**config.mk**
```make
export PLATFORM = sky130hd
export DESIGN_NAME = mpba_ram
export DESIGN_NICKNAME = d
export VERILOG_FILES = /design/src/rtl/core/mpba_ram.sv
export SDC_FILE = /design/constraint.sdc
export NUM_CORES = 1
export LEC_CHECK = 0
export BUFFER_PORTS_ARGS = -buffer_cell sky130_fd_sc_hd__buf_2
export CAP_MARGIN = 0
export CORE_MARGIN = 2
export CORE_UTILIZATION = 60
export CTS_CLUSTER_DIAMETER = 60
export DETAILED_ROUTE_END_ITERATION = 16
export GPL_TIMING_DRIVEN = 0
export PLACE_DENSITY = 0.74
export REMOVE_ABC_BUFFERS = 1
export SLEW_MARGIN = 30
export SYNTH_ARGS = -nofsm -noshare
export SYNTH_HDL_FRONTEND = slang
export SYNTH_SLANG_ARGS = --single-unit
export TNS_END_PERCENT = 20
```
**constraint.sdc**
```tcl
create_clock -name clk -period 4.75 [get_ports clk]
set_input_delay 0.7125 -clock clk [delete_from_list [all_inputs] [get_ports clk]]
set_output_delay 0.7125 -clock clk [all_outputs]
set_load 0.1 [all_outputs]
```
**src/rtl/core/mpba_ram.sv**
```systemverilog
// ============================================================================
// mpba_ram
// Generic single-write, single-read RAM with a registered read port.
// ============================================================================
`default_nettype none

module mpba_ram #(
  parameter int WIDTH = 8,
  parameter int DEPTH = 16
) (
  input  wire logic                     clk,
  input  wire logic                     we,
  input  wire logic [$clog2(DEPTH)-1:0] waddr,
  input  wire logic [WIDTH-1:0]         wdata,
  input  wire logic [$clog2(DEPTH)-1:0] raddr,
  output logic      [WIDTH-1:0]         rdata
);

  logic [WIDTH-1:0] mem [DEPTH];

  // Write, then register the read data
  always_ff @(posedge clk) begin
    if (we) begin
      mem[waddr] <= wdata;
    end
    rdata <= mem[raddr];
  end

endmodule

`default_nettype wire

```
=== Word level (Yosys, flattened, before mapping) ===
Memory sizes are Yosys's and may differ from the RTL's. A register that Yosys moved wholly into a read port is not among the register bits.
Cells that the tools add are included.

* Register bits: 0
* Bits in latches: 0
* RAM bits: 128
* ROM bits: 0
* Input port bits: 18
* Output and inout bits: 8
* Memories kept: 1

{| class="wikitable"
|+ Memory list
! memory !! depth !! width !! rd ports !! clocked after memory_dff !! write ports !! RTL line !! source
|-
| mem || 16 || 8 || 1 || 1 || 1 || 19 || <nowiki>logic [WIDTH-1:0] mem [DEPTH];</nowiki>
|}

* $add $sub $neg: 0
* $mul: 0
* Divide/modulo/power cells: 0
* $lt $le $gt $ge: 0
* Equality and inequality tests: 0
* Shift-type cells: 0
* Mux-type cells: 2
* Bitwise operators: 0
* Reduce and logical (&&, ||, !) cells: 0

{| class="wikitable"
|+ Operator list
! operator !! number
|-
| 2-to-1 mux 1 bit || 2
|}

=== Longest topological paths before layout ===
Gate-level depths: netlist of the first run.

* Depth after elaboration: 2
* Gate-level depth with buffers: 5
* Depth with buffers taken out: 3

=== Least setup slack after synthesis of the first run ===
OpenSTA, ideal clock, no wires.

* Path type: input -> register
* Start: input waddr[2]
* End: memory mem[0][0] (enable)
* Library setup time: 0.383 ns
* Data arrival time: 1.822 ns
* Path slack: 2.545 ns
* Stages: 2
* Buffers on the path: 0
* Cells stage by stage: or3b_2 nor3_1

{| class="wikitable"
|+ RTL lines
! what !! RTL line !! source
|-
| start, declared || 13 || <nowiki>input wire logic [$clog2(DEPTH)-1:0] waddr,</nowiki>
|-
| end, declared || 19 ||
|}

Straight into the memory's write port.

=== Worst setup path in the final report of the first run ===
* Start: register rdata[3] (read register of mem)
* End: output rdata[3]

{| class="wikitable"
|+ RTL lines
! what !! RTL line !! source
|-
| start, declared || 16 || <nowiki>output logic [WIDTH-1:0] rdata</nowiki>
|}

No word-level cell between the ends.

==> flow_summary.yaml, run 1 <==
global_routing:
  grt_start_max_net_pins: 33
  grt_first_pass_wirelength_um: 14400
  grt_pass1_vias: 2441
  track_usage_pct: 21.5
  grt_overflow: 0
  antenna_found_initial: 0
synth:
  synth_top_area_share_pct: 74.7
  synth_seq_cells: 136
  ys_types: 19
  syn_avg_cell_area_um2: 22.5
  synth_top_cells_by_area: "edfxtp_1 (75%), mux4_2 (7.9%), mux4_1 (7.1%), dfxtp_1 (3.1%), a22oi_1 (2.3%)"
  synth_cells: 229
  syn-cell-area_um2: 5150
  ys_warn_count: 0
  synth-seq-area-share_pct: 77.8
  yosysTopAreaCell: "edfxtp_1"
clocking:
  cts_buffer_depth: 2
  cts_max_level: 4
  clk_pin_slew_worst_paths_ns: 0.05
  cts_tree: "built"
  clock_tree.root_cell: "clkbuf_8"
  post_cts_resize_count: 0
  cts_buffers: 17
  clk_latency_ns: 0.50
  postCtsHoldBufs: 0
  cts.sinks: 136
  cts_setup_buffers: 0
sta:
  finalHoldViolations: 0
  rsz0062_at_grt: "no"
  fmax_mhz: 500
  final-max-slew-violation-count: 0
  fin_setup_tns_ns: 0
  tightest_slew_ns: 0.954
  skew_ns: 0.00831
  setup_viol: 0
  finalCritPeriodShare_pct: 42.1
  period_needed_ns: 2.00
  relSlewSlack_pct: 36.2
die:
  fp.dieArea_um2: 9340
  die_width_um: 96.6
  io_pins: 26
  core_um2: 8260
  dieHeight_um: 96.6
  initial_core_util_pct: 62.3
  rows: 33
worst_setup_path:
  path_depth: 1
  cp_data_arrival_time_ns: 1.29
  r2r-start: "mem[11][0]"
  cp-startpoint: "rdata[3]"
  worst_r2r_path_depth: 3
  r2r_slack_ns: 3.36
  cp-end-kind: "output pin"
  cp-endpoint: "rdata[3]"
  r2r_end: "rdata[0]"
  cp_num_buf_inv: 1
  crit_family: "buffers and inverters"
  crit_fanout: 1
  crit_slowest_cell: "buf_2"
  cp-start-kind: "flop"
  critPathKind: "reg2out"
  cp_data_required_time_ns: 4.04
  cp_cell_sequence: "buf_2"
  cpPeakStageDelay_ns: 0.44
cells_and_area:
  final_nets: 283
  n_antenna_cell: 0
  finish.utilization_pct: 71.3
  final_cell_mix: "edfxtp_1 (128), buf_2 (24), mux4_2 (18), a22oi_1 (16), clkbuf_16 (16)"
  layout_commonest_cell: "edfxtp_1"
  syn_to_final_growth_pct: 14.4
  drive_gt1_share_pct: 27.8
pwr:
  clkPwrFrac_pct: 43.5
  internal-power_mw: 2.12
  ir_worst_vdd_uv: 280
  power_density_nw_per_um2: 458
  leakage_nw: 1.97
  pwr-share-comb_pct: 6.4
  p_switching_mw: 0.572
  p_sw_share_pct: 21.2
  power_frac_seq_pct: 50.1
place:
  hpwl_um: 5490
  place.port_buffers: 25
  gp_congestion: 0.718
job:
  max_cap_viol_count: 0
worst_hold_path:
  worstHoldPathType: "in2reg"
detailed_routing:
  routed_wl_um: 9170
  ant_nets: 0
  drt_pass1_iterations: 5
  via_per_inst: 6.22
  wl_per_cell_um: 24.0
  vias: 2377
  drtIter0Drc: 245
  drc_errors: 0
outcome:
  status: "complete, no violations"
cell type report:
cell class,count,area (um^2)
well taps,105,131
multi-input cells,83,1080
repair buffers,27,143
clock inverters,11,108
flip-flops and latches,136,4000
clock buffers,20,425
fillers,493,2370
sequential cells by signal, indices dropped and copies added (netlist names):
register / flops
mem: 128
rdata: 8
power groups by stage:
stage	combinational (mW)	clock, mW	sequential, mW
CTS	0.175	1.19	1.35
detailed placement	0.174	0	1.37
global route	0.182	1.25	1.35
floorplan	0.0538	0	1.43
global placement	0.170	0	1.37
finish	0.173	1.17	1.35
cells in the mapped netlist, drive strengths merged:
master / number
a22oi: 16
and2: 1
and2b: 1
buf: 7
clkdlybuf4s25: 3
dfxtp: 8
edfxtp: 128
mux4: 32
nand2: 9
nand2b: 2
nand3: 1
nand3b: 2
nor2: 13
nor2b: 1
nor3: 4
or3b: 1
metal layers:
layer	vias to the layer above	global-route usage, %	part of all wire (%)
met1	1229	30.3	41
met5	-	0	0
met3	5	6.43	7.6
li1	1045	-	-
met2	98	33.2	51
met4	0	6.72	0.56
kinds of logic (layout without fill, tap and decap cells):
family | count (synthesis) | count (layout) | share of synthesized area (%)
muxes | 32 | 32 | 15.0
DFF | 136 | 136 | 77.8
and+or+nand+nor | 35 | 35 | 3.18
AOI/OAI and AO/OA | 16 | 16 | 2.33
buffers and inverters | 10 | 58 | 1.68
stage by stage:
| step | hold WS [ns] | instances | worst slack (ns) | total power, mW | instance area (um^2) |
|---|---|---|---|---|---|
| 3_5_place_dp | 0.660 | 351 | 2.24 | 1.55 | 5360 |
| 5_1_grt | 0.578 | 382 | 2.70 | 2.78 | 5890 |
| 6_report | 0.587 | 382 | 2.75 | 2.70 | 5890 |
| 4_1_cts | 0.565 | 382 | 2.72 | 2.72 | 5890 |
| 2_1_floorplan | 0.629 | 219 | 2.54 | 1.48 | 5060 |
| 3_3_place_gp | 0.646 | 349 | 1.83 | 1.54 | 5320 |
worst min path at each step:
stage / from / to / slack [ns] / cells after the start
after global routing: wdata[0] / mem[14][0] / 0.58 / 1
after global placement: mem[14][6] / rdata[6] / 0.65 / 3
after detailed placement: mem[15][3] / rdata[3] / 0.66 / 3
final: wdata[0] / mem[6][0] / 0.59 / 1
after floorplan: mem[7][0] / rdata[0] / 0.63 / 3
after CTS: wdata[0] / mem[14][0] / 0.56 / 1
Note: power is estimated with default switching activity, not from simulation.
==> run 2: changes to the inputs <==
Settings changed: ABC_AREA set to 1.
Clock period 4.75 ns to 2.07 ns, I/O delays scaled along.
==> run 2 against run 1 <==
  * Setup slack got worse by 2.3 ns
  * Sequential cell count unchanged
  * Synthesized cell count increased by 140%
  * Clock power increased to 2.7 times the previous value
  * Global-route usage increased by 4.2 points
  * Largest power group is now the clock network
  * Wire length increased by 32%
==> flow_summary.yaml, run 2 <==
outcome:
  status: "complete, no violations"
synth:
  yosysTopAreaCell: "edfxtp_1"
  synth_top_area_share_pct: 66.7
  synthTopCellsByCount: "nand2_1 (173), edfxtp_1 (128), inv_1 (100)"
  synth-seq-area-share_pct: 69.4
  ys_types: 12
  synthFlopType: "edfxtp_1"
  yosys.cell_count.top_type: "nand2_1"
  syn-cell-area_um2: 5770
  synth_top_cells_by_area: "edfxtp_1 (67%), nand2_1 (11%), nand3_1 (8.4%), inv_1 (6.5%), dfxtp_1 (2.8%)"
  ys_warn_count: 0
  synth_cells: 551
  synth_seq_cells: 136
  synth_edf_count: 128
  synthArstFlopShare_pct: 0
  syn_avg_cell_area_um2: 10.5
detailed_routing:
  drtIter0Drc: 436
  via_per_inst: 5.41
  ant_nets: 0
  wl_per_cell_um: 17.0
  drt_pass1_iterations: 5
  routed_wl_um: 12100
  drc_errors: 0
  vias: 3857
cells_and_area:
  reg.largest.list: "mem: 128 flops, rdata: 8 flops"
  largest_register_ffs: 128
  final_nets: 589
  syn_to_final_growth_pct: 12.9
  layout_commonest_cell: "nand2_1"
  finish.utilization_pct: 70.1
  max_flop_register: "mem"
  n_antenna_cell: 0
  drive_gt1_share_pct: 9.93
  fin_area_um2: 6510
  final_cell_mix: "nand2_1 (173), edfxtp_1 (128), inv_1 (100), nand3_1 (97), buf_2 (24)"
  nFillCells: 629
die:
  core_um2: 9280
  die_width_um: 102
  fp.dieArea_um2: 10400
  initial_core_util_pct: 62.1
  io_pins: 26
  rows: 35
  dieHeight_um: 102
sta:
  tightest_slew_ns: 0.944
  finalHoldViolations: 0
  relSlewSlack_pct: 36.9
  final-max-slew-violation-count: 0
  rsz0062_at_grt: "no"
  setup_viol: 0
  holdWs_ns: 0.171
  fmax_mhz: 621
  finalCritPeriodShare_pct: 77.7
  skew_ns: 0.00711
  fin_setup_tns_ns: 0
  period_needed_ns: 1.61
worst_setup_path:
  crit_fanout: 33
  cp-end-kind: "flop"
  cp_data_arrival_time_ns: 2.02
  cp-start-kind: "input pin"
  r2r_slack_ns: 0.97
  cp_data_required_time_ns: 2.48
  critPathKind: "in2reg"
clocking:
  post_cts_resize_count: 0
  cts.sinks: 136
  cts_max_level: 4
  postCtsHoldBufs: 0
  clk_pin_slew_worst_paths_ns: 0.06
  clk_latency_ns: 0.52
  cts_tree: "built"
  cts_buffers: 17
  cts_buffer_depth: 2
  cts_setup_buffers: 0
  clock_tree.root_cell: "clkbuf_8"
place:
  place.port_buffers: 25
  hpwl_um: 6760
  gp_congestion: 0.776
  postPlaceCellArea_um2: 5890
global_routing:
  antenna_found_initial: 0
  grt_start_max_net_pins: 66
  grt_pass1_vias: 3788
  track_usage_pct: 25.7
  grt_overflow: 0
  grt_first_pass_wirelength_um: 19100
pwr:
  power_density_nw_per_um2: 1030
  leakage_nw: 2.80
  ir_worst_vdd_uv: 616
worst_hold_path:
  worstHoldPathType: "in2reg"
job:
  max_cap_viol_count: 0
==> run 2: changes by cell type after synthesis, sizes merged, moves of 16 or more <==
| cell | change |
|---|---|
| buf | +17 |
| mux4 | -32 |
| nand3 | +96 |
| a22oi | -16 |
| inv | +102 |
| nand2 | +164 |
==> run 2: logic make-up after synthesis <==
family / share of synthesized area, %
buf+inv: 9.52
flops: 69.4
simple gates: 21.0
==> run 2: where the power goes <==
part | total, mW | internal (mW) | switching [mW]
Combinational | 0.476 | 0.0957 | 0.380
Sequential | 3.09 | 3.08 | 0.0155
Clock | 3.11 | 1.96 | 1.14
==> run 2: path summary, 6_finish.rpt <==
check	from	to	depth (start not counted)
setup reg to reg	mem[0][3]	rdata[3]	6
hold reg to reg	mem[11][7]	rdata[7]	6
hold / removal	raddr[3]	rdata[7]	3
setup / recovery	raddr[1]	rdata[7]	6
==> run 2: through the flow <==
step           power [mW]  setup slack (ns)  std cells
2_1_floorplan        3.45             0.779        527
6_report             6.68             0.461        713
3_5_place_dp         3.62           0.00302        681
5_1_grt              6.86             0.389        713
4_1_cts              6.67             0.490        713
3_3_place_gp         3.61            -0.791        681
==> run 2: final cells by class <==
type / instances / area (um^2) / area share (%)
sequential: 136 / 4000 / 61.5
multi-input combinational: 289 / 1210 / 18.6
clock inverter: 14 / 199 / 3.06
clock buffer: 18 / 418 / 6.42
inverter: 102 / 385 / 5.92
timing repair buffer: 25 / 128 / 1.96
tap: 129 / 161 / 2.48
==> run 2: worst max-delay path, stage by stage <==
cell,delay (ns)
buf_2,0.59
inv_2,0.49
nand3_1,0.23
nand3_1,0.11
nand3_1,0.18
nand2_1,0.07
==> run 2: metal layers <==
metal  vias to the layer above  GRT usage, %  routed length [um]
li1                       1813             -                   -
met1                      1828          34.1                4740
met2                       199          41.1                6040
met3                        17          5.88                1120
met4                         0          11.7                 194
met5                         -             0                   0
