[src/rtl/core/mpba_pkg.sv]
// ============================================================================
// mpba_pkg
// Shared types and constants of the multi-pool bump allocator.
// ============================================================================
`default_nettype none

package mpba_pkg;

  // Fixed geometry of the allocator
  localparam int POOL_BYTES   = 8192;
  localparam int POOL_COUNT   = 4;
  localparam int HEADER_BYTES = 16;
  localparam int ALIGN_BYTES  = 4;

  localparam int SIZE_W  = 14;
  localparam int ADDR_W  = 15;
  localparam int POOL_W  = 2;
  localparam int OFF_W   = 13;
  localparam int REQ_W   = 16;
  localparam int NEED_W  = 18;
  localparam int CNT_W   = 32;
  localparam int TAG_W   = 2;
  localparam int TAG_DEPTH = (POOL_COUNT * POOL_BYTES) / ALIGN_BYTES;
  localparam int TAG_AW  = $clog2(TAG_DEPTH);
  localparam int ALIGN_SH = $clog2(ALIGN_BYTES);

  // Header tag codes
  localparam logic [TAG_W-1:0] TAG_NONE  = 2'd0;
  localparam logic [TAG_W-1:0] TAG_LIVE  = 2'd1;
  localparam logic [TAG_W-1:0] TAG_FREED = 2'd2;

  // Result status codes
  localparam logic [2:0] ST_OK       = 3'd0;
  localparam logic [2:0] ST_NO_ROOM  = 3'd1;
  localparam logic [2:0] ST_REJECTED = 3'd2;
  localparam logic [2:0] ST_BAD_FREE = 3'd3;
  localparam logic [2:0] ST_DBL_FREE = 3'd4;

  // Register indexes (word address)
  localparam logic [2:0] REG_POOL_SIZE_0 = 3'd0;
  localparam logic [2:0] REG_POOL_SIZE_1 = 3'd1;
  localparam logic [2:0] REG_POOL_SIZE_2 = 3'd2;
  localparam logic [2:0] REG_POOL_SIZE_3 = 3'd3;
  localparam logic [2:0] REG_DEFRAG_EN   = 3'd4;

  typedef enum logic [1:0] {
    OP_ALLOC       = 2'd0,
    OP_FREE        = 2'd1,
    OP_DEFRAG      = 2'd2,
    OP_RESET_STATS = 2'd3
  } op_t;

  typedef enum logic [1:0] {
    S_CLEAR,
    S_IDLE,
    S_EXEC
  } state_t;

  // Configuration seen by the core
  typedef struct packed {
    logic [POOL_COUNT-1:0][SIZE_W-1:0] size;
    logic                              defrag_en;
  } cfg_t;

  // One entry of the per-pool statistics memory
  typedef struct packed {
    logic [SIZE_W-1:0] fill;
    logic [SIZE_W-1:0] peak;
    logic [CNT_W-1:0]  allocs;
    logic [CNT_W-1:0]  frees;
    logic [CNT_W-1:0]  fails;
  } pool_stats_t;

  typedef struct packed {
    logic              we;
    logic [POOL_W-1:0] addr;
    pool_stats_t       data;
  } stats_wr_t;

  typedef struct packed {
    logic              we;
    logic [TAG_AW-1:0] addr;
    logic [TAG_W-1:0]  data;
  } tag_wr_t;

  // Registered result of one request
  typedef struct packed {
    logic              done;
    logic [2:0]        status;
    logic [ADDR_W-1:0] result_address;
    logic [POOL_W-1:0] acted_pool;
    logic              pool_mismatch;
    logic [SIZE_W-1:0] reclaimed_bytes;
    logic [SIZE_W-1:0] used_bytes;
    logic [SIZE_W-1:0] free_bytes;
    logic [SIZE_W-1:0] peak_bytes;
    logic [CNT_W-1:0]  alloc_total;
    logic [CNT_W-1:0]  free_total;
    logic [CNT_W-1:0]  fail_total;
    logic [CNT_W-1:0]  active_count;
  } rsp_t;

endpackage

`default_nettype wire

[src/rtl/core/mpba_cfg.sv]
// ============================================================================
// mpba_cfg
// APB register file: pool sizes and the defrag enable.
// ============================================================================
`default_nettype none

module mpba_cfg
  import mpba_pkg::*;
(
  input  wire logic        clk,
  input  wire logic        rst,
  input  wire logic        psel,
  input  wire logic        penable,
  input  wire logic        pwrite,
  input  wire logic [4:0]  paddr,
  input  wire logic [31:0] pwdata,
  output logic      [31:0] prdata,
  output logic             pready,
  output cfg_t             cfg
);

  logic       wr_en;
  logic [2:0] reg_idx;

  assign pready  = 1'b1;
  assign wr_en   = psel && penable && pwrite;
  assign reg_idx = paddr[4:2];

  // Write registers on the access cycle
  always_ff @(posedge clk) begin
    if (rst) begin
      cfg.size[0]   <= 14'd8192;
      cfg.size[1]   <= 14'd4096;
      cfg.size[2]   <= 14'd4096;
      cfg.size[3]   <= 14'd0;
      cfg.defrag_en <= 1'b0;
    end else if (wr_en) begin
      unique case (reg_idx)
        REG_POOL_SIZE_0: cfg.size[0]   <= pwdata[SIZE_W-1:0];
        REG_POOL_SIZE_1: cfg.size[1]   <= pwdata[SIZE_W-1:0];
        REG_POOL_SIZE_2: cfg.size[2]   <= pwdata[SIZE_W-1:0];
        REG_POOL_SIZE_3: cfg.size[3]   <= pwdata[SIZE_W-1:0];
        REG_DEFRAG_EN:   cfg.defrag_en <= pwdata[0];
        default: ;
      endcase
    end
  end

  // Read back
  always_comb begin
    unique case (reg_idx)
      REG_POOL_SIZE_0: prdata = {18'd0, cfg.size[0]};
      REG_POOL_SIZE_1: prdata = {18'd0, cfg.size[1]};
      REG_POOL_SIZE_2: prdata = {18'd0, cfg.size[2]};
      REG_POOL_SIZE_3: prdata = {18'd0, cfg.size[3]};
      REG_DEFRAG_EN:   prdata = {31'd0, cfg.defrag_en};
      default:         prdata = 32'd0;
    endcase
  end

endmodule

`default_nettype wire

[config.mk]
export PLATFORM = sky130hd
export DESIGN_NAME = mpba_cfg
export DESIGN_NICKNAME = d
export VERILOG_FILES = /design/src/rtl/core/mpba_pkg.sv /design/src/rtl/core/mpba_cfg.sv
export SDC_FILE = /design/constraint.sdc
export NUM_CORES = 1
export LEC_CHECK = 0
export BUFFER_PORTS_ARGS = -buffer_cell sky130_fd_sc_hd__buf_4
export CELL_PAD_IN_SITES_DETAIL_PLACEMENT = 1
export CELL_PAD_IN_SITES_GLOBAL_PLACEMENT = 1
export CORE_MARGIN = 10
export CORE_UTILIZATION = 31
export DETAILED_ROUTE_END_ITERATION = 7
export PLACE_DENSITY_LB_ADDON = 0.15
export SYNTH_ARGS = -nofsm -noshare
export SYNTH_HDL_FRONTEND = slang
export SYNTH_SLANG_ARGS = --single-unit
[constraint.sdc]
create_clock -name clk -period 2.35 [get_ports clk]
set_input_delay 0.705 -clock clk [delete_from_list [all_inputs] [get_ports clk]]
set_output_delay 0.705 -clock clk [all_outputs]
set_load 0.05 [all_outputs]
[Word-level counts from Yosys, hierarchy flattened]
Index checks and enable logic that the tools add are counted.
Storage, ports and cells
  register bits after elaboration: 57
  bits of input ports: 42
  output and inout port bits: 90
Operators by class
  equal/unequal tests: 4
  multiplexer cells: 1
  reduce and logical (&&, ||, !) cells: 8
Operators with widths (number)
  $pmux 14 s5: 1
  $reduce_and 2->1: 5
  $eq 3x2->1 const B: 2
  $eq 3x1->1 const B: 1
  $eq 3x3->1 const B: 1
  $logic_not 3->1: 1
  $logic_and 1x1->1: 2

[Longest topological paths before layout]
Gate-level depths: netlist of the first run.
  depth after elaboration: 3
  mapped depth: 5
  depth with buffers taken out: 3

[Worst setup path after synthesis of the first run]
No wires, ideal clock.
  path kind: in2out
  from: input paddr[2]
  to: output prdata[0]
  arrival time: 2112 ps
  required time: 1645 ps
  setup slack: -467 ps
  stages on the path: 5
  cells stage by stage: buf_2 > buf_2 > nand3_1 > o21a_1 > o22ai_1
On the way
  word-level cells in the longest chain between the ends: 2
Ends and longest elaborated chain
  start, declared: RTL line mpba_cfg.sv:15  | input wire logic [4:0] paddr,
  $eq 3x3->1 (tied with other cells): RTL line mpba_cfg.sv:51  | unique case (reg_idx)
  $pmux 14 s5 (*): RTL line mpba_cfg.sv:51
  end, declared: RTL line mpba_cfg.sv:17  | output logic [31:0] prdata,
Mark *: on every way between the ends. The rest lies on a longest branch, timed or not.

[Worst setup path in the final report of the first run]
  from: input paddr[3]
  to: output prdata[8]
The elaborated chain is that of the path after synthesis.

==> flow_summary_export.csv, run 1 <==
group,metric,value,unit
cts,clock_path_buffers,2,
detailed_routing,firstDrtPassIters,4,
timing,skew,0,ns
run,drv_cap,0,
synth,synth-edff-count,0,
worst_setup_path,cp-endpoint,"prdata[8]",
worst_setup_path,r2r_start,"cfg[52]$_SDFFE_PP0P_",
synth,postSynthCellCount,284,
timing,relSlewSlack,0.631,
floorplan,core,9200,um2
placed_design,placedCellCount,480,
worst_setup_path,cp_num_cells,4,
synth,ys.flop_type,"dfxtp_1",
final_layout,final-instance-count-excl-fill,496,
timing,hold_ws,0.493,ns
final_layout,multi_input_area,1690,um2
global_route,grt_antenna_before_repair,0,
placed_design,io_buffers,92,
power_and_ir_drop,p_leak,1.87,nW
cts,clock-sinks,57,
detailed_routing,viasPerCell,4.76,
power_and_ir_drop,ir_drop,0.240,mV
worst_setup_path,worstPathArrival,1.65,ns
synth,yosys-top-cells-count,"dfxtp_1, nand2b_1, mux2i_1",
detailed_routing,drcViolationCount,0,
cts,clk_pin_slew,0.07,ns
timing,finalHoldViolCount,0,
timing,fin_crit_sh,1.00,
timing,slew_viol_final,0,
synth,ys_warn_count,0,
worst_setup_path,end_kind,"primary output",
worst_setup_path,rrSetupSlack,1.56,ns
power_and_ir_drop,power_density,528,nW/um2
timing,tightest_slew,0.552,ns
worst_setup_path,cp_data_required_time,1.64,ns
timing,rsz0062_at_grt,"true",
cts,cts_inserted_buffers,9,
global_route,overflow,0,
worst_setup_path,ff2ff_path_depth,3,
floorplan,dieWidth,117,um
floorplan,die_h,117,um
worst_setup_path,path_delay_family,"multiplexers",
final_layout,antennaDiodeCount,0,
timing,clock.fmax,0.424,GHz
final_layout,drive_above_1_share,0.397,
synth,synth-xor-area-share,0,
cts,worstSkewPairLatency,0.33,ns
synth,yosys.area.top_type,"dfxtp_1",
detailed_routing,vias,2363,
final_layout,syn_to_final_growth,41.0,%
floorplan,rows,35,
cts,cts_tree,"done",
cts,root_buffer,"clkbuf_8",
cts,hold_buffers,0,
global_route,grt_pass1_vias,2486,
worst_setup_path,path_class,"input pin to primary output",
detailed_routing,postRouteAntennaNets,0,
final_layout,regMostFlops,"cfg",
synth,ys_seq_elements,57,
worst_setup_path,worstPathCellList,"buf_16 -> mux4_2 -> and2b_4 -> buf_6",
detailed_routing,drtIter0Drc,57,
synth,netlist_area,2920,um2
detailed_routing,routed_wl,9350,um
placed_design,dp_slack,-0.290,ns
synth,async_reset_ff_frac,0,
worst_setup_path,worstPathMaxFanout,7,
worst_setup_path,crit_buf_inv,2,
final_layout,reg_top3,"cfg: 57 flops",
outcome,violations,"negative setup slack",
synth,yosys.area.top_type_share,0.390,
placed_design,hpwl,6690,um
synth,synth.distinct_cells,25,
worst_setup_path,timing.rr.end,"cfg[52]$_SDFFE_PP0P_",
floorplan,ios,132,
synth,yosysMostFrequentCell,"dfxtp_1",
final_layout,nets,424,
outcome,status,"complete, but fails checks",
worst_hold_path,hold_class,"register to register",
synth,synth_area_leaders,"dfxtp_1, mux2i_1, nand2b_1",
global_route,grt_usage,0.138,
global_route,grt_max_degree,34,
synth,synth_adder_area_share,0,
timing,min_period,2.36,ns
final_layout,final_util,0.448,
synth,ys_seq_area_frac,0.390,
timing,setup_ws,-0.00840,ns
synth,synth_top_family_by_area,"multiplexers",
final_layout,regArea,1140,um2
final_layout,largest_register_ff_count,57,
final_layout,fillCellCount,1046,
floorplan,die_area,13700,um2
timing,tns,-0.0194,ns
synth,muxShareOfSynthArea,0.251,
placed_design,gp_congestion,0.704,
floorplan,start_util,0.318,
worst_setup_path,critical_path.startpoint,"paddr[3]",
worst_setup_path,critPathMaxStageDelay,0.49,ns
synth,synth_simple_gate_area_share,0.214,
worst_setup_path,start_kind,"input pin",
global_route,grt_pass1_wl,14200,um
detailed_routing,wire_per_inst,18.9,um
cts,htree_levels,3,
timing,finalSetupViolations,3,
worst_setup_path,crit_path_top_delay_cell,"mux4_2",
synth,avgSynthCellArea,10.3,um2
synth,synth_compound_area_frac,0.0556,
worst min-delay path by stage:
stage / startpoint / endpoint / cells past startpoint
floorplan: cfg[16]$_SDFFE_PP0P_ / cfg[16]$_SDFFE_PP0P_ / 2
global placement: cfg[22]$_SDFFE_PP0P_ / cfg[22]$_SDFFE_PP0P_ / 2
detailed placement: cfg[23]$_SDFFE_PP0P_ / cfg[23]$_SDFFE_PP0P_ / 2
CTS: cfg[22]$_SDFFE_PP0P_ / cfg[22]$_SDFFE_PP0P_ / 2
global route: cfg[29]$_SDFFE_PP0P_ / cfg[29]$_SDFFE_PP0P_ / 2
finish: cfg[22]$_SDFFE_PP0P_ / cfg[22]$_SDFFE_PP0P_ / 2
area by class of cell:
type	instances	area share
tap	111	0.0337
clock buffer	10	0.0334
sequential	57	0.277
timing repair buffer	109	0.235
clock inverter	4	0.0109
multi-input combinational	205	0.411
through the flow:
| stage | area, um2 | total power, mW |
|---|---|---|
| floorplan | 3090 | 1.23 |
| global placement | 3810 | 1.30 |
| detailed placement | 3810 | 1.30 |
| CTS | 4120 | 2.22 |
| global route | 4120 | 2.28 |
| finish | 4120 | 2.18 |
tightest hold or removal path: stages (launching register included):
cell      delay, ns
dfxtp_1        0.32
nand2b_1       0.07
mux2i_1        0.06
cells in the final DEF (no fill, tap or decap), types with 3 or more instances in the layout:
cell type,instances
clkinv_2,3
buf_6,15
nor2b_4,9
nor2b_1,15
conb_1,19
and2b_4,4
buf_4,87
o21ai_0,28
dfxtp_1,57
nand2b_1,54
mux4_2,13
nor2_1,5
buf_12,3
mux2i_1,44
clkbuf_8,10
cell families (layout without fill, tap and decap cells):
kind of cell,Yosys count,after routing
AOI/OAI and AO/OA,31,31
other,2,19
DFF,57,57
muxes,57,57
and+or+nand+nor,98,98
buffers and inverters,39,123
per-layer routing:
layer,wire length [um],GRT usage,vias up
li1,-,-,1123
met1,4050,0.161,1159
met2,4460,0.227,72
met3,751,0.0591,9
met4,85,0.0371,0
met5,0,0,-
repair_timing:
action | in CTS | in global routing
endpoints found under the hold margin | 0 | 0
setup buffers | 1 | 0
endpoints found under the setup margin | 14 | 6
resized for setup | 25 | 0
gates cloned | 1 | 0
where the power goes:
group / switching (mW) / total [mW] / internal [mW]
clock: 0.388 / 0.889 / 0.501
sequential: 0.00590 / 0.979 / 0.973
combinational: 0.198 / 0.311 / 0.113
total: 0.592 / 2.18 / 1.59
Power figures use the tool's default switching activity.
==> inputs of run 2 (changes only) <==
- MAX_ROUTING_LAYER: default -> met4
==> run 2 against run 1 <==
The flow still finishes with violations (negative setup slack). Final cell count unchanged. Largest cell class unchanged. Combinational power about the same. Design area unchanged. Highest routed layer unchanged. Count of clock-buffer cells in the layout unchanged.
==> flow_summary_export.csv, run 2 (same netlist as run 1, synthesis figures left out) <==
group,metric,value,unit
placed_design,io_buffers,92,
timing,fin_crit_sh,1.00,
timing,relSlewSlack,0.628,
worst_setup_path,worstPathArrival,1.65,ns
cts,htree_levels,3,
worst_setup_path,worstPathCellList,"buf_16 -> mux4_2 -> and2b_4 -> buf_6",
floorplan,die_area,13700,um2
cts,clk_pin_slew,0.07,ns
floorplan,ios,132,
global_route,met2_usage,0.228,
detailed_routing,vias,2359,
worst_hold_path,hold_class,"register to register",
final_layout,regMostFlops,"cfg",
final_layout,final_area,4120,um2
power_and_ir_drop,power_density,528,nW/um2
outcome,violations,"negative setup slack",
worst_setup_path,critPathMaxStageDelay,0.49,ns
timing,slew_viol_final,0,
worst_setup_path,end_kind,"primary output",
power_and_ir_drop,ir_drop,0.240,mV
cts,cts_inserted_buffers,9,
final_layout,final-instance-count-excl-fill,496,
timing,rsz0062_at_grt,"true",
worst_setup_path,path_class,"input pin to primary output",
detailed_routing,wire_per_inst,18.9,um
cts,root_buffer,"clkbuf_8",
cts,worstSkewPairLatency,0.33,ns
worst_setup_path,path_delay_family,"multiplexers",
cts,clock_path_buffers,2,
timing,skew,0,ns
global_route,grt_antenna_before_repair,0,
global_route,grt_pass1_wl,14200,um
final_layout,syn_to_final_growth,41.0,%
detailed_routing,viasPerCell,4.76,
global_route,met3_usage,0.0479,
final_layout,antennaDiodeCount,0,
floorplan,dieWidth,117,um
detailed_routing,postRouteAntennaNets,0,
worst_setup_path,cp_data_required_time,1.64,ns
detailed_routing,drcViolationCount,0,
final_layout,nets,424,
cts,hold_buffers,0,
worst_setup_path,start_kind,"input pin",
floorplan,start_util,0.318,
final_layout,fillCellCount,1046,
placed_design,placedCellCount,480,
timing,tightest_slew,0.556,ns
floorplan,core,9200,um2
placed_design,hpwl,6690,um
floorplan,die_h,117,um
final_layout,layout_common_cells,"buf_4, dfxtp_1, nand2b_1, mux2i_1, o21ai_0",
placed_design,placed_area,3810,um2
worst_setup_path,rrSetupSlack,1.56,ns
cts,clock-sinks,57,
global_route,grt_max_degree,34,
final_layout,largest_register_ff_count,57,
power_and_ir_drop,p_leak,1.87,nW
placed_design,gp_congestion,0.712,
global_route,grt_usage,0.142,
global_route,overflow,0,
timing,setup_ws,-0.00695,ns
global_route,use_met1,0.168,
final_layout,reg_top3,"cfg: 57 flops",
final_layout,final_common_cell,"buf_4",
timing,finalSetupViolations,3,
floorplan,rows,35,
run,drv_cap,0,
worst_setup_path,worstPathMaxFanout,7,
timing,clock.fmax,0.424,GHz
detailed_routing,drtIter0Drc,58,
cts,cts_tree,"done",
global_route,busiest_layer,"met2",
global_route,grt_pass1_vias,2499,
outcome,status,"complete, but fails checks",
final_layout,drive_above_1_share,0.397,
worst_setup_path,crit_buf_inv,2,
detailed_routing,firstDrtPassIters,4,
timing,finalHoldViolCount,0,
worst_setup_path,crit_path_top_delay_cell,"mux4_2",
timing,min_period,2.36,ns
detailed_routing,routed_wl,9370,um
[run 2: cell counts in the layout (fill, tap and decap cells not counted)]
No cell type changed its count.
[run 2: metrics by stage]
step | setup slack (ns) | total power [mW] | util | TNS, ns | hold WS (ns)
2_1_floorplan | 0.0125 | 1.23 | - | 0 | 0.701
3_3_place_gp | -0.299 | 1.30 | 0.415 | -3.67 | 0.471
3_5_place_dp | -0.290 | 1.30 | 0.415 | -3.66 | 0.485
4_1_cts | -0.0137 | 2.22 | 0.448 | -0.0341 | 0.497
5_1_grt | -0.0441 | 2.28 | 0.448 | -0.130 | 0.513
6_report | -0.00695 | 2.18 | 0.448 | -0.0151 | 0.492
[run 2: worst paths after layout]
check                        from                    to  cells past startpoint
max                      paddr[3]             prdata[8]                      4
min          cfg[22]$_SDFFE_PP0P_  cfg[22]$_SDFFE_PP0P_                      2
max reg2reg  cfg[52]$_SDFFE_PP0P_  cfg[52]$_SDFFE_PP0P_                      3
min reg2reg  cfg[22]$_SDFFE_PP0P_  cfg[22]$_SDFFE_PP0P_                      2
[run 2: timing repair]
action | in CTS | in global routing
pin swaps | 0 | 0
setup endpoints to repair | 14 | 6
setup buffers | 1 | 0
gates resized for setup | 25 | 0
gates cloned | 1 | 0
[run 2: worst register-to-register path, delay by kind of cell (launching register included)]
family / cells / cell delay (ns)
DFF: 1 / 0.40
AOI/OAI and AO/OA: 2 / 0.16
and+or+nand+nor: 1 / 0.15
[run 2: power by group]
group	switching (mW)	internal [mW]
sequential	0.00591	0.973
combinational	0.198	0.113
clock	0.386	0.501
total	0.591	1.59
[run 2: routing by layer]
metal | wire [um] | vias to the layer above
met5 | 0 | -
met1 | 4240 | 1156
met3 | 555 | 9
met2 | 4500 | 72
li1 | - | 1122
met4 | 74 | 0
[run 2: layout make-up]
class,count,area [um2],share of cell area
multi-input combinational,205,1690,0.411
sequential,57,1140,0.277
timing repair buffer,109,967,0.235
tap,111,139,0.0337
clock buffer,10,138,0.0334
clock inverter,4,45.0,0.0109
