## src/rtl/core/mpba_pkg.sv

```systemverilog
// ============================================================================
// mpba_pkg
// Shared types and constants of the multi-pool bump allocator.
// ============================================================================
`default_nettype none

package mpba_pkg;

  // Fixed geometry of the allocator
  localparam int POOL_BYTES   = 8192;
  localparam int POOL_COUNT   = 4;
  localparam int HEADER_BYTES = 16;
  localparam int ALIGN_BYTES  = 4;

  localparam int SIZE_W  = 14;
  localparam int ADDR_W  = 15;
  localparam int POOL_W  = 2;
  localparam int OFF_W   = 13;
  localparam int REQ_W   = 16;
  localparam int NEED_W  = 18;
  localparam int CNT_W   = 32;
  localparam int TAG_W   = 2;
  localparam int TAG_DEPTH = (POOL_COUNT * POOL_BYTES) / ALIGN_BYTES;
  localparam int TAG_AW  = $clog2(TAG_DEPTH);
  localparam int ALIGN_SH = $clog2(ALIGN_BYTES);

  // Header tag codes
  localparam logic [TAG_W-1:0] TAG_NONE  = 2'd0;
  localparam logic [TAG_W-1:0] TAG_LIVE  = 2'd1;
  localparam logic [TAG_W-1:0] TAG_FREED = 2'd2;

  // Result status codes
  localparam logic [2:0] ST_OK       = 3'd0;
  localparam logic [2:0] ST_NO_ROOM  = 3'd1;
  localparam logic [2:0] ST_REJECTED = 3'd2;
  localparam logic [2:0] ST_BAD_FREE = 3'd3;
  localparam logic [2:0] ST_DBL_FREE = 3'd4;

  // Register indexes (word address)
  localparam logic [2:0] REG_POOL_SIZE_0 = 3'd0;
  localparam logic [2:0] REG_POOL_SIZE_1 = 3'd1;
  localparam logic [2:0] REG_POOL_SIZE_2 = 3'd2;
  localparam logic [2:0] REG_POOL_SIZE_3 = 3'd3;
  localparam logic [2:0] REG_DEFRAG_EN   = 3'd4;

  typedef enum logic [1:0] {
    OP_ALLOC       = 2'd0,
    OP_FREE        = 2'd1,
    OP_DEFRAG      = 2'd2,
    OP_RESET_STATS = 2'd3
  } op_t;

  typedef enum logic [1:0] {
    S_CLEAR,
    S_IDLE,
    S_EXEC
  } state_t;

  // Configuration seen by the core
  typedef struct packed {
    logic [POOL_COUNT-1:0][SIZE_W-1:0] size;
    logic                              defrag_en;
  } cfg_t;

  // One entry of the per-pool statistics memory
  typedef struct packed {
    logic [SIZE_W-1:0] fill;
    logic [SIZE_W-1:0] peak;
    logic [CNT_W-1:0]  allocs;
    logic [CNT_W-1:0]  frees;
    logic [CNT_W-1:0]  fails;
  } pool_stats_t;

  typedef struct packed {
    logic              we;
    logic [POOL_W-1:0] addr;
    pool_stats_t       data;
  } stats_wr_t;

  typedef struct packed {
    logic              we;
    logic [TAG_AW-1:0] addr;
    logic [TAG_W-1:0]  data;
  } tag_wr_t;

  // Registered result of one request
  typedef struct packed {
    logic              done;
    logic [2:0]        status;
    logic [ADDR_W-1:0] result_address;
    logic [POOL_W-1:0] acted_pool;
    logic              pool_mismatch;
    logic [SIZE_W-1:0] reclaimed_bytes;
    logic [SIZE_W-1:0] used_bytes;
    logic [SIZE_W-1:0] free_bytes;
    logic [SIZE_W-1:0] peak_bytes;
    logic [CNT_W-1:0]  alloc_total;
    logic [CNT_W-1:0]  free_total;
    logic [CNT_W-1:0]  fail_total;
    logic [CNT_W-1:0]  active_count;
  } rsp_t;

endpackage

`default_nettype wire

```

## src/rtl/core/mpba_core.sv

```systemverilog
// ============================================================================
// mpba_core
// Request sequencer and read-modify-write datapath over the stats and tag
// memories, including the clearing pass after reset.
// ============================================================================
`default_nettype none

module mpba_core
  import mpba_pkg::*;
(
  input  wire logic               clk,
  input  wire logic               rst,
  input  wire logic               start,
  output logic                    busy,
  input  wire logic [1:0]         op,
  input  wire logic [2:0]         pool,
  input  wire logic [REQ_W-1:0]   request_size,
  input  wire logic [ADDR_W-1:0]  address,
  input  wire cfg_t               cfg,
  output logic      [POOL_W-1:0]  stats_raddr,
  input  wire pool_stats_t        stats_rdata,
  output stats_wr_t               stats_wr,
  output logic      [TAG_AW-1:0]  tag_raddr,
  input  wire logic [TAG_W-1:0]   tag_rdata,
  output tag_wr_t                 tag_wr,
  output rsp_t                    rsp
);

  state_t            state, state_next;
  logic [TAG_AW-1:0] clr_cnt;
  logic              accept;

  // Request held for the execute cycle
  op_t               op_q;
  logic [2:0]        named_q;
  logic [REQ_W-1:0]  req_q;
  logic [ADDR_W-1:0] addr_q;
  logic [POOL_W-1:0] p_q;

  // Accept-side lookups
  logic              named_ok_in;
  logic [POOL_W-1:0] p_in;
  logic [ADDR_W-1:0] hdr_in;

  // Execute-cycle datapath
  pool_stats_t       st, st_next;
  logic [SIZE_W-1:0] size_raw, sz;
  logic              pool_en, named_ok;
  logic [NEED_W-1:0] need, room;
  logic [ADDR_W-1:0] base, hdr_q;
  logic [OFF_W-1:0]  off;
  logic              free_bad;
  logic [2:0]        status;
  logic [ADDR_W-1:0] res_addr;
  logic              mismatch;
  logic [SIZE_W-1:0] reclaimed;
  logic              tag_we;
  logic [TAG_W-1:0]  tag_wdata;
  logic [TAG_AW-1:0] tag_waddr;

  assign accept = start && !busy;

  // Resolve the acted pool and header index from the ports
  always_comb begin
    named_ok_in = (pool < 3'(POOL_COUNT)) && (cfg.size[pool[POOL_W-1:0]] != '0);
    hdr_in      = address - ADDR_W'(HEADER_BYTES);
    case (op_t'(op))
      OP_ALLOC: p_in = named_ok_in ? pool[POOL_W-1:0] : '0;
      OP_FREE:  p_in = address[ADDR_W-1:OFF_W];
      default:  p_in = (pool < 3'(POOL_COUNT)) ? pool[POOL_W-1:0] : '0;
    endcase
  end

  assign stats_raddr = p_in;
  assign tag_raddr   = hdr_in[ADDR_W-1:ALIGN_SH];

  // State register and clear sweep counter
  always_ff @(posedge clk) begin
    if (rst) begin
      state   <= S_CLEAR;
      clr_cnt <= '0;
    end else begin
      state <= state_next;
      if (state == S_CLEAR) begin
        clr_cnt <= clr_cnt + 1'b1;
      end
    end
  end

  // Next state and busy
  always_comb begin
    state_next = state;
    busy       = 1'b1;
    unique case (state)
      S_CLEAR: begin
        if (clr_cnt == TAG_AW'(TAG_DEPTH - 1)) begin
          state_next = S_IDLE;
        end
      end
      S_IDLE: begin
        busy = 1'b0;
        if (start) begin
          state_next = S_EXEC;
        end
      end
      S_EXEC: state_next = S_IDLE;
      default: state_next = S_CLEAR;
    endcase
  end

  // Capture the request
  always_ff @(posedge clk) begin
    if (accept) begin
      op_q    <= op_t'(op);
      named_q <= pool;
      req_q   <= request_size;
      addr_q  <= address;
      p_q     <= p_in;
    end
  end

  // Execute: modify the stats entry and decide the tag update
  always_comb begin
    st        = stats_rdata;
    st_next   = st;
    size_raw  = cfg.size[p_q];
    sz        = (size_raw > SIZE_W'(POOL_BYTES)) ? SIZE_W'(POOL_BYTES) : size_raw;
    pool_en   = (size_raw != '0);
    named_ok  = (named_q < 3'(POOL_COUNT)) && (cfg.size[named_q[POOL_W-1:0]] != '0);
    need      = ((NEED_W'(req_q) + NEED_W'(ALIGN_BYTES - 1)) & ~NEED_W'(ALIGN_BYTES - 1))
                + NEED_W'(HEADER_BYTES);
    room      = NEED_W'(sz) - NEED_W'(st.fill);
    base      = {p_q, st.fill[OFF_W-1:0]};
    off       = addr_q[OFF_W-1:0];
    hdr_q     = addr_q - ADDR_W'(HEADER_BYTES);
    free_bad  = !pool_en || ({1'b0, off} >= sz) || (off < OFF_W'(HEADER_BYTES)) ||
                (addr_q[ALIGN_SH-1:0] != '0);
    status    = ST_OK;
    res_addr  = '0;
    mismatch  = 1'b0;
    reclaimed = '0;
    tag_we    = 1'b0;
    tag_wdata = TAG_LIVE;
    tag_waddr = base[ADDR_W-1:ALIGN_SH];
    case (op_q)
      OP_ALLOC: begin
        if (req_q == '0 || !pool_en) begin
          status = ST_REJECTED;
        end else if (st.fill > sz || need > room) begin
          status        = ST_NO_ROOM;
          st_next.fails = st.fails + 1'b1;
        end else begin
          tag_we         = 1'b1;
          res_addr       = base + ADDR_W'(HEADER_BYTES);
          st_next.fill   = st.fill + need[SIZE_W-1:0];
          st_next.allocs = st.allocs + 1'b1;
          if (st_next.fill > st.peak) begin
            st_next.peak = st_next.fill;
          end
        end
      end
      OP_FREE: begin
        tag_waddr = hdr_q[ADDR_W-1:ALIGN_SH];
        tag_wdata = TAG_FREED;
        if (free_bad || (tag_rdata != TAG_LIVE && tag_rdata != TAG_FREED)) begin
          status = ST_BAD_FREE;
        end else begin
          mismatch = named_ok && (named_q[POOL_W-1:0] != p_q || named_q >= 3'(POOL_COUNT));
          if (tag_rdata == TAG_FREED) begin
            status = ST_DBL_FREE;
          end else begin
            tag_we = 1'b1;
            if (st.frees < st.allocs) begin
              st_next.frees = st.frees + 1'b1;
            end
          end
        end
      end
      OP_DEFRAG: begin
        if (!named_ok || !cfg.defrag_en) begin
          status = ST_REJECTED;
        end else if (st.allocs == st.frees) begin
          reclaimed    = st.fill;
          st_next.fill = '0;
        end
      end
      default: begin
        if (!named_ok) begin
          status = ST_REJECTED;
        end else begin
          st_next.peak   = st.fill;
          st_next.allocs = '0;
          st_next.frees  = '0;
          st_next.fails  = '0;
        end
      end
    endcase
  end

  // Drive the memory write ports: clearing pass or write-back
  always_comb begin
    stats_wr.we   = 1'b0;
    stats_wr.addr = p_q;
    stats_wr.data = st_next;
    tag_wr.we     = 1'b0;
    tag_wr.addr   = tag_waddr;
    tag_wr.data   = tag_wdata;
    if (state == S_CLEAR) begin
      stats_wr.we   = (clr_cnt < TAG_AW'(POOL_COUNT));
      stats_wr.addr = clr_cnt[POOL_W-1:0];
      stats_wr.data = '0;
      tag_wr.we     = 1'b1;
      tag_wr.addr   = clr_cnt;
      tag_wr.data   = TAG_NONE;
    end else if (state == S_EXEC) begin
      stats_wr.we = 1'b1;
      tag_wr.we   = tag_we;
    end
  end

  // Result strobe and payload
  always_ff @(posedge clk) begin
    if (rst) begin
      rsp.done <= 1'b0;
    end else begin
      rsp.done <= (state == S_EXEC);
    end
    if (state == S_EXEC) begin
      rsp.status          <= status;
      rsp.result_address  <= res_addr;
      rsp.acted_pool      <= p_q;
      rsp.pool_mismatch   <= mismatch;
      rsp.reclaimed_bytes <= reclaimed;
      rsp.used_bytes      <= st_next.fill;
      rsp.free_bytes      <= (sz > st_next.fill) ? (sz - st_next.fill) : '0;
      rsp.peak_bytes      <= st_next.peak;
      rsp.alloc_total     <= st_next.allocs;
      rsp.free_total      <= st_next.frees;
      rsp.fail_total      <= st_next.fails;
      rsp.active_count    <= (st_next.allocs >= st_next.frees) ?
                             (st_next.allocs - st_next.frees) : '0;
    end
  end

endmodule

`default_nettype wire

```

## config.mk

```make
export PLATFORM = sky130hd
export DESIGN_NAME = mpba_core
export DESIGN_NICKNAME = d
export VERILOG_FILES = /design/src/rtl/core/mpba_pkg.sv /design/src/rtl/core/mpba_core.sv
export SDC_FILE = /design/constraint.sdc
export NUM_CORES = 1
export LEC_CHECK = 0
export ABC_CLOCK_PERIOD_IN_PS = 8900
export BUFFER_PORTS_ARGS = -buffer_cell sky130_fd_sc_hd__buf_2
export CORE_AREA = 5 5 226 228
export DETAILED_ROUTE_END_ITERATION = 12
export DIE_AREA = 0 0 231 233
export PLACE_DENSITY_LB_ADDON = 0.05
export SLEW_MARGIN = 30
export SYNTH_ARGS = -nofsm -noshare
export SYNTH_HDL_FRONTEND = slang
export SYNTH_SLANG_ARGS = --single-unit
export TNS_END_PERCENT = 10
```

## constraint.sdc

```tcl
create_clock -name clk -period 8.9 [get_ports clk]
set_input_delay 0.89 -clock clk [delete_from_list [all_inputs] [get_ports clk]]
set_output_delay 0.89 -clock clk [all_outputs]
set_load 0.05 [all_outputs]
```

=== Word-level counts from Yosys, hierarchy flattened ===
Index checks and enable logic that the tools add are counted.

* Add/sub/neg operators: 13
* Bitwise operators: 4
* Mux-type cells: 49
* Reduce and logical (&&, ||, !) cells: 30
* Magnitude comparators: 16
* Eq/ne operators: 13

{| class="wikitable"
|+ Operators with widths
! operator !! count
|-
| 2-to-1 mux 32 bit || 5
|-
| case mux 32 bit (2 select lines) || 2
|-
| 2-to-1 mux 126 bit || 1
|-
| 2-to-1 mux 60 bit || 2
|-
| 2-to-1 mux 110 bit || 1
|-
| 2-to-1 mux 14 bit || 7
|-
| adder 32 x 1 -> 32 bit, second input constant || 3
|-
| case mux 46 bit (2 select lines) || 1
|-
| binary-select mux 14 bit (select 2 bit) || 3
|-
| greater-than comparator 14 bit || 3
|-
| nonzero test 14 bit || 3
|-
| == test 32 bit || 1
|-
| greater-or-equal comparator 32 bit || 1
|-
| < comparator 32 bit || 1
|-
| subtractor 32 bit || 1
|-
| subtractor 15 x 5 -> 15 bit, second input constant || 2
|-
| case mux 14 bit (2 select lines) || 1
|-
| adder 17 x 5 -> 18 bit, second input constant || 1
|-
| greater-than comparator 18 bit || 1
|-
| adder 16 x 2 -> 17 bit, second input constant || 1
|-
| logical NOT 16 bit || 1
|-
| 2-to-1 mux 2 bit || 8
|-
| adder 15 x 5 -> 15 bit, second input constant || 1
|-
| 2-to-1 mux 15 bit || 1
|-
| other kinds (33) || 73
|}

* Input port bits: 222
* Word-level logic and storage cells: 145
* Bits in registers: 259

=== Depth between registers and ports, before layout ===
Gate-level depths: netlist of run 1.

* Word-level depth: 13
* Mapped depth: 38

=== Worst setup path before layout of run 1 ===
Ideal clock, no wire load.

* Path type: input -> register
* From: input port cfg[43] in the netlist's numbering
* To: register rsp[17] in the netlist's numbering, data pin
* Stages: 33
* Path slack: 1050 ps
* Required time: 8743 ps
* Data arrival time: 7693 ps
* Setup time: 157 ps
* Path through: mux4_2 -> nand2_1 -> ha_1 -> inv_1 -> fa_1 -> a21o_1 -> a21o_1 -> a21oi_1 -> o21ai_0 -> a211oi_1 -> nor2_1 -> o41ai_1 -> o21ai_0 -> ha_1 -> nand4_1 -> nor2_1 -> inv_1 -> o211ai_1 -> o2bb2ai_1 -> buf_2 -> clkbuf_1 -> nor3_1 -> a31oi_1 -> a21oi_1 -> ha_1 -> nor2b_1 -> o31ai_1 -> a211oi_1 -> o311ai_0 -> a21oi_1 -> o31a_1 -> o21a_1 -> nor3_1

{| class="wikitable"
|+ RTL lines
! what !! RTL line !! RTL
|-
| from (decl) || mpba_core.sv:19 || <nowiki>input wire cfg_t cfg,</nowiki>
|-
| to (decl) || mpba_core.sv:26 || <nowiki>output rsp_t rsp</nowiki>
|}

==> results of run 1 <==
==> cell families after synthesis <==
family | Yosys count | synth area share
AOI/OAI and AO/OA | 823 | 0.241
xor gates and xnor gates | 94 | 0.0370
adders and majority gates | 165 | 0.0939
buffers and inverters | 298 | 0.0531
DFF | 259 | 0.342
muxes | 27 | 0.0207
other | 1 | 0.000168
and+or+nand+nor | 951 | 0.212
==> per-layer routing <==
metal,vias to the layer above,GRT usage,routed length [um]
li1,11100,-,-
met1,11800,0.460,39400
met2,1482,0.603,48600
met3,290,0.0647,9850
met4,8,0.160,5620
met5,-,0,42
==> flip-flops by register name, indices dropped and copies added (netlist names) <==
| register | count |
|---|---|
| req_q | 16 |
| state | 2 |
| addr_q | 15 |
| named_q | 3 |
| p_q | 2 |
| op_q | 2 |
| clr_cnt | 13 |
| rsp | 206 |
==> final cells by class <==
class,count,area [um^2],area share
diodes,16,40.0,0.00147
clock buffers,33,783,0.0288
clock inverters,23,288,0.0106
inverters,141,537,0.0198
multi-input cells,2061,13500,0.499
flip-flops and latches,259,7620,0.281
well taps,622,778,0.0287
repair buffers,661,3560,0.131
==> cell usage after synthesis, drive strengths merged (9+ instances only) <==
cell type,number
nand2,250
edfxtp,243
nor2,209
a21oi,197
o21ai,161
ha,160
inv,139
clkbuf,119
a31oi,116
nand3,108
nor3,100
a21o,63
xnor2,54
nor4,53
nand4,52
and3,49
xor2,40
buf,38
a211oi,30
or3,26
and2,24
o211ai,23
o22a,23
o22ai,23
o21a,20
a22oi,17
a41oi,17
dfxtp,16
nor2b,16
o31ai,15
or4,15
mux4,14
or2,14
and4,13
nand2b,13
a31o,12
mux2i,10
a221oi,9
==> critical path: cells and delay by family, from the launching register on <==
kind / cells / cell delay, ps
multiplexers: 1 / 350
AO/OA/AOI/OAI: 13 / 3040
adder cells (fa/ha/maj): 4 / 1100
AND/OR/NAND/NOR: 8 / 2150
flip-flops: 1 / 460
buffers and inverters: 5 / 800
XOR/XNOR: 1 / 200
==> worst min path at each step <==
stage,endpoint
after floorplan,rsp[186]
after global placement,clr_cnt[9]
after detailed placement,clr_cnt[9]
after CTS,addr_q[1]
after global routing,addr_q[1]
final,addr_q[1]
==> repair_timing <==
action / in CTS / in global routing
setup buffers: 0 / 3
resized for setup: 0 / 2
setup endpoints to repair: 0 / 33
==> power by group through the flow <==
stage	Combinational [mW]	Sequential [mW]	Clock (mW)
3_5_place_dp	0.706	1.36	0
4_1_cts	0.710	1.33	1.38
3_3_place_gp	0.699	1.36	0
6_report	0.725	1.33	1.37
2_1_floorplan	0.429	1.36	0
5_1_grt	0.779	1.33	1.43
==> per-stage QoR <==
stage	hold slack, ps	setup slack [ps]	util	instance area (um^2)	power (mW)
4_1_cts	444	410	0.556	27100	3.42
2_1_floorplan	428	1050	-	22300	1.79
6_report	464	548	0.558	27100	3.43
3_3_place_gp	484	267	0.533	25900	2.06
5_1_grt	456	33.1	0.558	27100	3.54
3_5_place_dp	499	123	0.534	26000	2.07
==> results.ini, run 1 <==
[yosys]
synth_cells = 2618
synth_ff_type = edfxtp_1
ys_types = 92
async_flop_share = 0
synth_nets = 3004
syn_area_um2 = 22300
ys_top_cells_by_area = edfxtp_1 33%, ha_1 9.0%, a21oi_1 4.4%
yosys.area.top_type = edfxtp_1
synth_edf_count = 243
ys_seq_area_frac = 0.342
yosys_warnings = 0
syn_area_per_cell_um2 = 8.51
netlist.area_leader.share = 0.328
ys_ff_latch = 259

[worst_setup_path]
cp_max_fo = 34
slowest_delay_ps = 500
reg2reg_from = p_q[1]
reg2reg_setup_slack_ps = 550
critPathCaptureType = flip-flop
crit_required_ps = 9300
r2r-end = rsp[15]
crit_type = flip-flop to flip-flop
worst-endpoint-arrival_ps = 8750
endpoint = rsp[15]
r2r_cells = 32
worstSetupStartpointType = flip-flop
slowest_stage = a211oi_1
crit_start = p_q[1]

[route]
avgRoutedWirePerCell_um = 27.1
first_iter_violations = 3082
dr.pass1.iters = 6
vias_per_cell = 6.45
detail-route-antenna-nets = 0
drc = 0
drt_wl_total_um = 103000
vias = 24600

[floorplanning]
die_x_um = 231
num_rows = 81
dieArea_um2 = 53800
die-height_um = 233
ios = 587
coreArea_um2 = 48600
start_util = 0.458

[status]
status = completed

[placement]
dp_hpwl_um = 81100
placed_cells = 3741
io_buffers = 586
routabilityCongestion = 1.02

[sta]
fin_worst_skew_ps = 14.3
final.min_clock_period_ps = 8350
fmax_ghz = 0.120
fin_setup_tns_ps = 0
period_share = 0.938
slew_violations = 0
slew_headroom = 0.272
rsz0062_at_grt = no
worst_pin_slew_ps = 1090
setup_viol = 0
hold_viol = 0

[pwr]
clockPowerShare = 0.400
p_comb_frac = 0.212
peakVddDrop_uv = 130
p_switching_mw = 1.06
power_density_nw_per_um2 = 126
switching_share = 0.310
seq_power_share = 0.389
p_int_mw = 2.37
cellLeakagePower_nw = 11.6

[clocking]
clockRootBuffer = clkbuf_16
hold_buffers = 0
clock_path_buffers = 3
worstSkewPairLatency_ps = 600
clk_pin_slew_ps = 60
cts_sinks = 259
tritoncts = yes
cts_made_buffers = 31
htreeDepth = 1

[grt]
antenna_found_initial = 17
overflow = 0
grt_util_all_layers = 0.361
grt_max_degree = 89
grt_pass1_wl_um = 148000
grt_pass1_vias = 23000

[cells_and_area]
syn2layout_area_growth_pct = 21.9
layout_commonest_cell = buf_2
instances_no_fill = 3816
layout_common_cells = 586 x buf_2, 249 x nand2_1, 243 x edfxtp_1, 201 x nor2_1, 195 x a21oi_1
nFillCells = 4521
nets = 3541
layout-drive-gt1-share = 0.252

[worst_hold_path]
holdPathStages = 1
min_from = address[1]
holdCritPathClass = input port to flip-flop

[run]
cap_viol_max_count = 0

(Power assumes the default switching activity.)
==> inputs of run 2 (changes only) <==
--- a/config.mk
+++ b/config.mk
@@ -8,8 +8,10 @@
 export ABC_CLOCK_PERIOD_IN_PS = 8900
 export BUFFER_PORTS_ARGS = -buffer_cell sky130_fd_sc_hd__buf_2
 export CORE_AREA = 5 5 226 228
+export CTS_CLUSTER_DIAMETER = 150
 export DETAILED_ROUTE_END_ITERATION = 12
 export DIE_AREA = 0 0 231 233
+export GPL_ROUTABILITY_DRIVEN = 0
 export PLACE_DENSITY_LB_ADDON = 0.05
 export SLEW_MARGIN = 30
 export SYNTH_ARGS = -nofsm -noshare
==> constraint.sdc (replaced) <==
create_clock -name clk -period 8.9 [get_ports clk]
set_input_delay 0.89 -clock clk [delete_from_list [all_inputs] [get_ports clk]]
set_output_delay 0.89 -clock clk [all_outputs]
set_load 0.01 [all_outputs]
==> run 2 against run 1 <==
Effect of this change:
- hold slack worse by 21 ps
- sequential share of layout area is 0.10 points higher
- non-clock buffer count is 15 lower
- first-iteration DRC count is 4.3% higher
- die area stayed put
- worst setup slack better by 5.4 ps
- critical endpoint is now rsp[13]
- largest power group is now sequential cells
==> results.ini, run 2 (synthesis gave the netlist of run 1 again) <==
[cells_and_area]
nets = 3526
layout-drive-gt1-share = 0.248
reg_top3 = rsp x206, req_q x16, addr_q x15
largest_reg_flops = 206
layout_commonest_cell = buf_2
layout_common_cells = 586 x buf_2, 247 x nand2_1, 243 x edfxtp_1, 202 x nor2_1, 196 x a21oi_1
nFillCells = 4565
ff_latch_area_um2 = 7620
syn2layout_area_growth_pct = 21.5
largest_register = rsp
multi_input_area_um2 = 13600

[route]
avgRoutedWirePerCell_um = 26.3
drc = 0
dr.pass1.iters = 8
detail-route-antenna-nets = 0
vias_per_cell = 6.49
drt_wl_total_um = 100000
first_iter_violations = 3215
vias = 24700

[pwr]
peakVddDrop_uv = 140
cellLeakagePower_nw = 11.5
power_density_nw_per_um2 = 123
total_power_mw = 3.33

[worst_setup_path]
r2r_cells = 33
crit_required_ps = 9230
crit_start = p_q[1]
worst-endpoint-arrival_ps = 8680
slowest_stage = nor4_1
cp_max_fo = 31
slowest_delay_ps = 670
reg2reg_from = p_q[1]
critPathCaptureType = flip-flop
worstSetupStartpointType = flip-flop
crit_type = flip-flop to flip-flop

[sta]
hold_viol = 0
fin_setup_tns_ps = 0
period_share = 0.938
slew_headroom = 0.306
fin_worst_skew_ps = 39.2
final.min_clock_period_ps = 8350
slew_violations = 0
setup_viol = 0
fmax_ghz = 0.120
rsz0062_at_grt = no
worst_pin_slew_ps = 1040

[clocking]
clk_pin_slew_ps = 60
cts_made_buffers = 31
cts_sinks = 259
clockRootBuffer = clkbuf_16
clock_path_buffers = 3
htreeDepth = 1
tritoncts = yes
worstSkewPairLatency_ps = 620

[floorplanning]
num_rows = 81
dieArea_um2 = 53800
die_x_um = 231
ios = 587
die-height_um = 233
start_util = 0.458
coreArea_um2 = 48600

[grt]
overflow = 0
grt_util_all_layers = 0.346
grt_pass1_vias = 22900
antenna_found_initial = 17
grt_pass1_wl_um = 143000
grt_max_degree = 127

[worst_hold_path]
min_from = request_size[2]
holdCritPathClass = input port to flip-flop
holdPathStages = 1

[status]
status = completed

[placement]
dp_hpwl_um = 78200
io_buffers = 586

[run]
cap_viol_max_count = 0

[run 2: cell count changes in the layout (fill, tap and decap cells not counted), sizes merged]
cell,delta
clkbuf,-1
clkinv,+2
clkinvlp,-1
diode,+2
inv,+4
buf,-15
bufinv,-2
[run 2: where the power goes]
group | leakage (nW) | switching, mW | internal (mW)
clock network | 0.508 | 0.595 | 0.739
logic | 8.67 | 0.424 | 0.241
registers | 2.37 | 0.00163 | 1.33
[run 2: cell type report]
cell class | instances | share of cell area
multi-input combinational | 2061 | 0.501
sequential | 259 | 0.282
timing repair buffer | 646 | 0.128
clock buffer | 32 | 0.0288
tap | 622 | 0.0288
inverter | 141 | 0.0198
clock inverter | 26 | 0.00990
antenna | 18 | 0.00166
[run 2: critical path, delay by kind of cell (launching register included)]
family          cells  cell delay (ps)
mux                 1              260
simple gates        4             1120
buf+inv             4              640
xor+xnor            1              220
flops               1              480
compound gates     19             4210
fa+ha+maj           4             1120
[run 2: worst paths after layout]
check	endpoint	slack, ps
max	rsp[13]	550
min	req_q[2]	440
max reg2reg	rsp[13]	550
min reg2reg	clr_cnt[1]	500
[run 2: routing by layer]
layer / share of wire / vias to the layer above / global-route usage
li1: - / 11000 / -
met1: 0.37 / 11700 / 0.426
met2: 0.46 / 1587 / 0.573
met3: 0.10 / 347 / 0.0782
met4: 0.064 / 12 / 0.176
met5: 0.00082 / - / 0
[run 2: metrics by stage]
step | hold WS, ps | std cells | util | cell area [um^2] | worst slack, ps
2_1_floorplan | 428 | 2618 | - | 22300 | 1050
3_3_place_gp | 485 | 3722 | 0.531 | 25800 | 346
3_5_place_dp | 492 | 3724 | 0.532 | 25900 | 104
4_1_cts | 427 | 3782 | 0.553 | 26900 | 339
5_1_grt | 425 | 3793 | 0.556 | 27000 | 26.0
6_report | 443 | 3805 | 0.556 | 27100 | 553
[run 2: what timing repair did]
action                     4_1_cts  5_1_grt
setup buffers                    0        4
resized for setup                0        9
setup endpoints to repair        0       35
hold buffers                     0        0
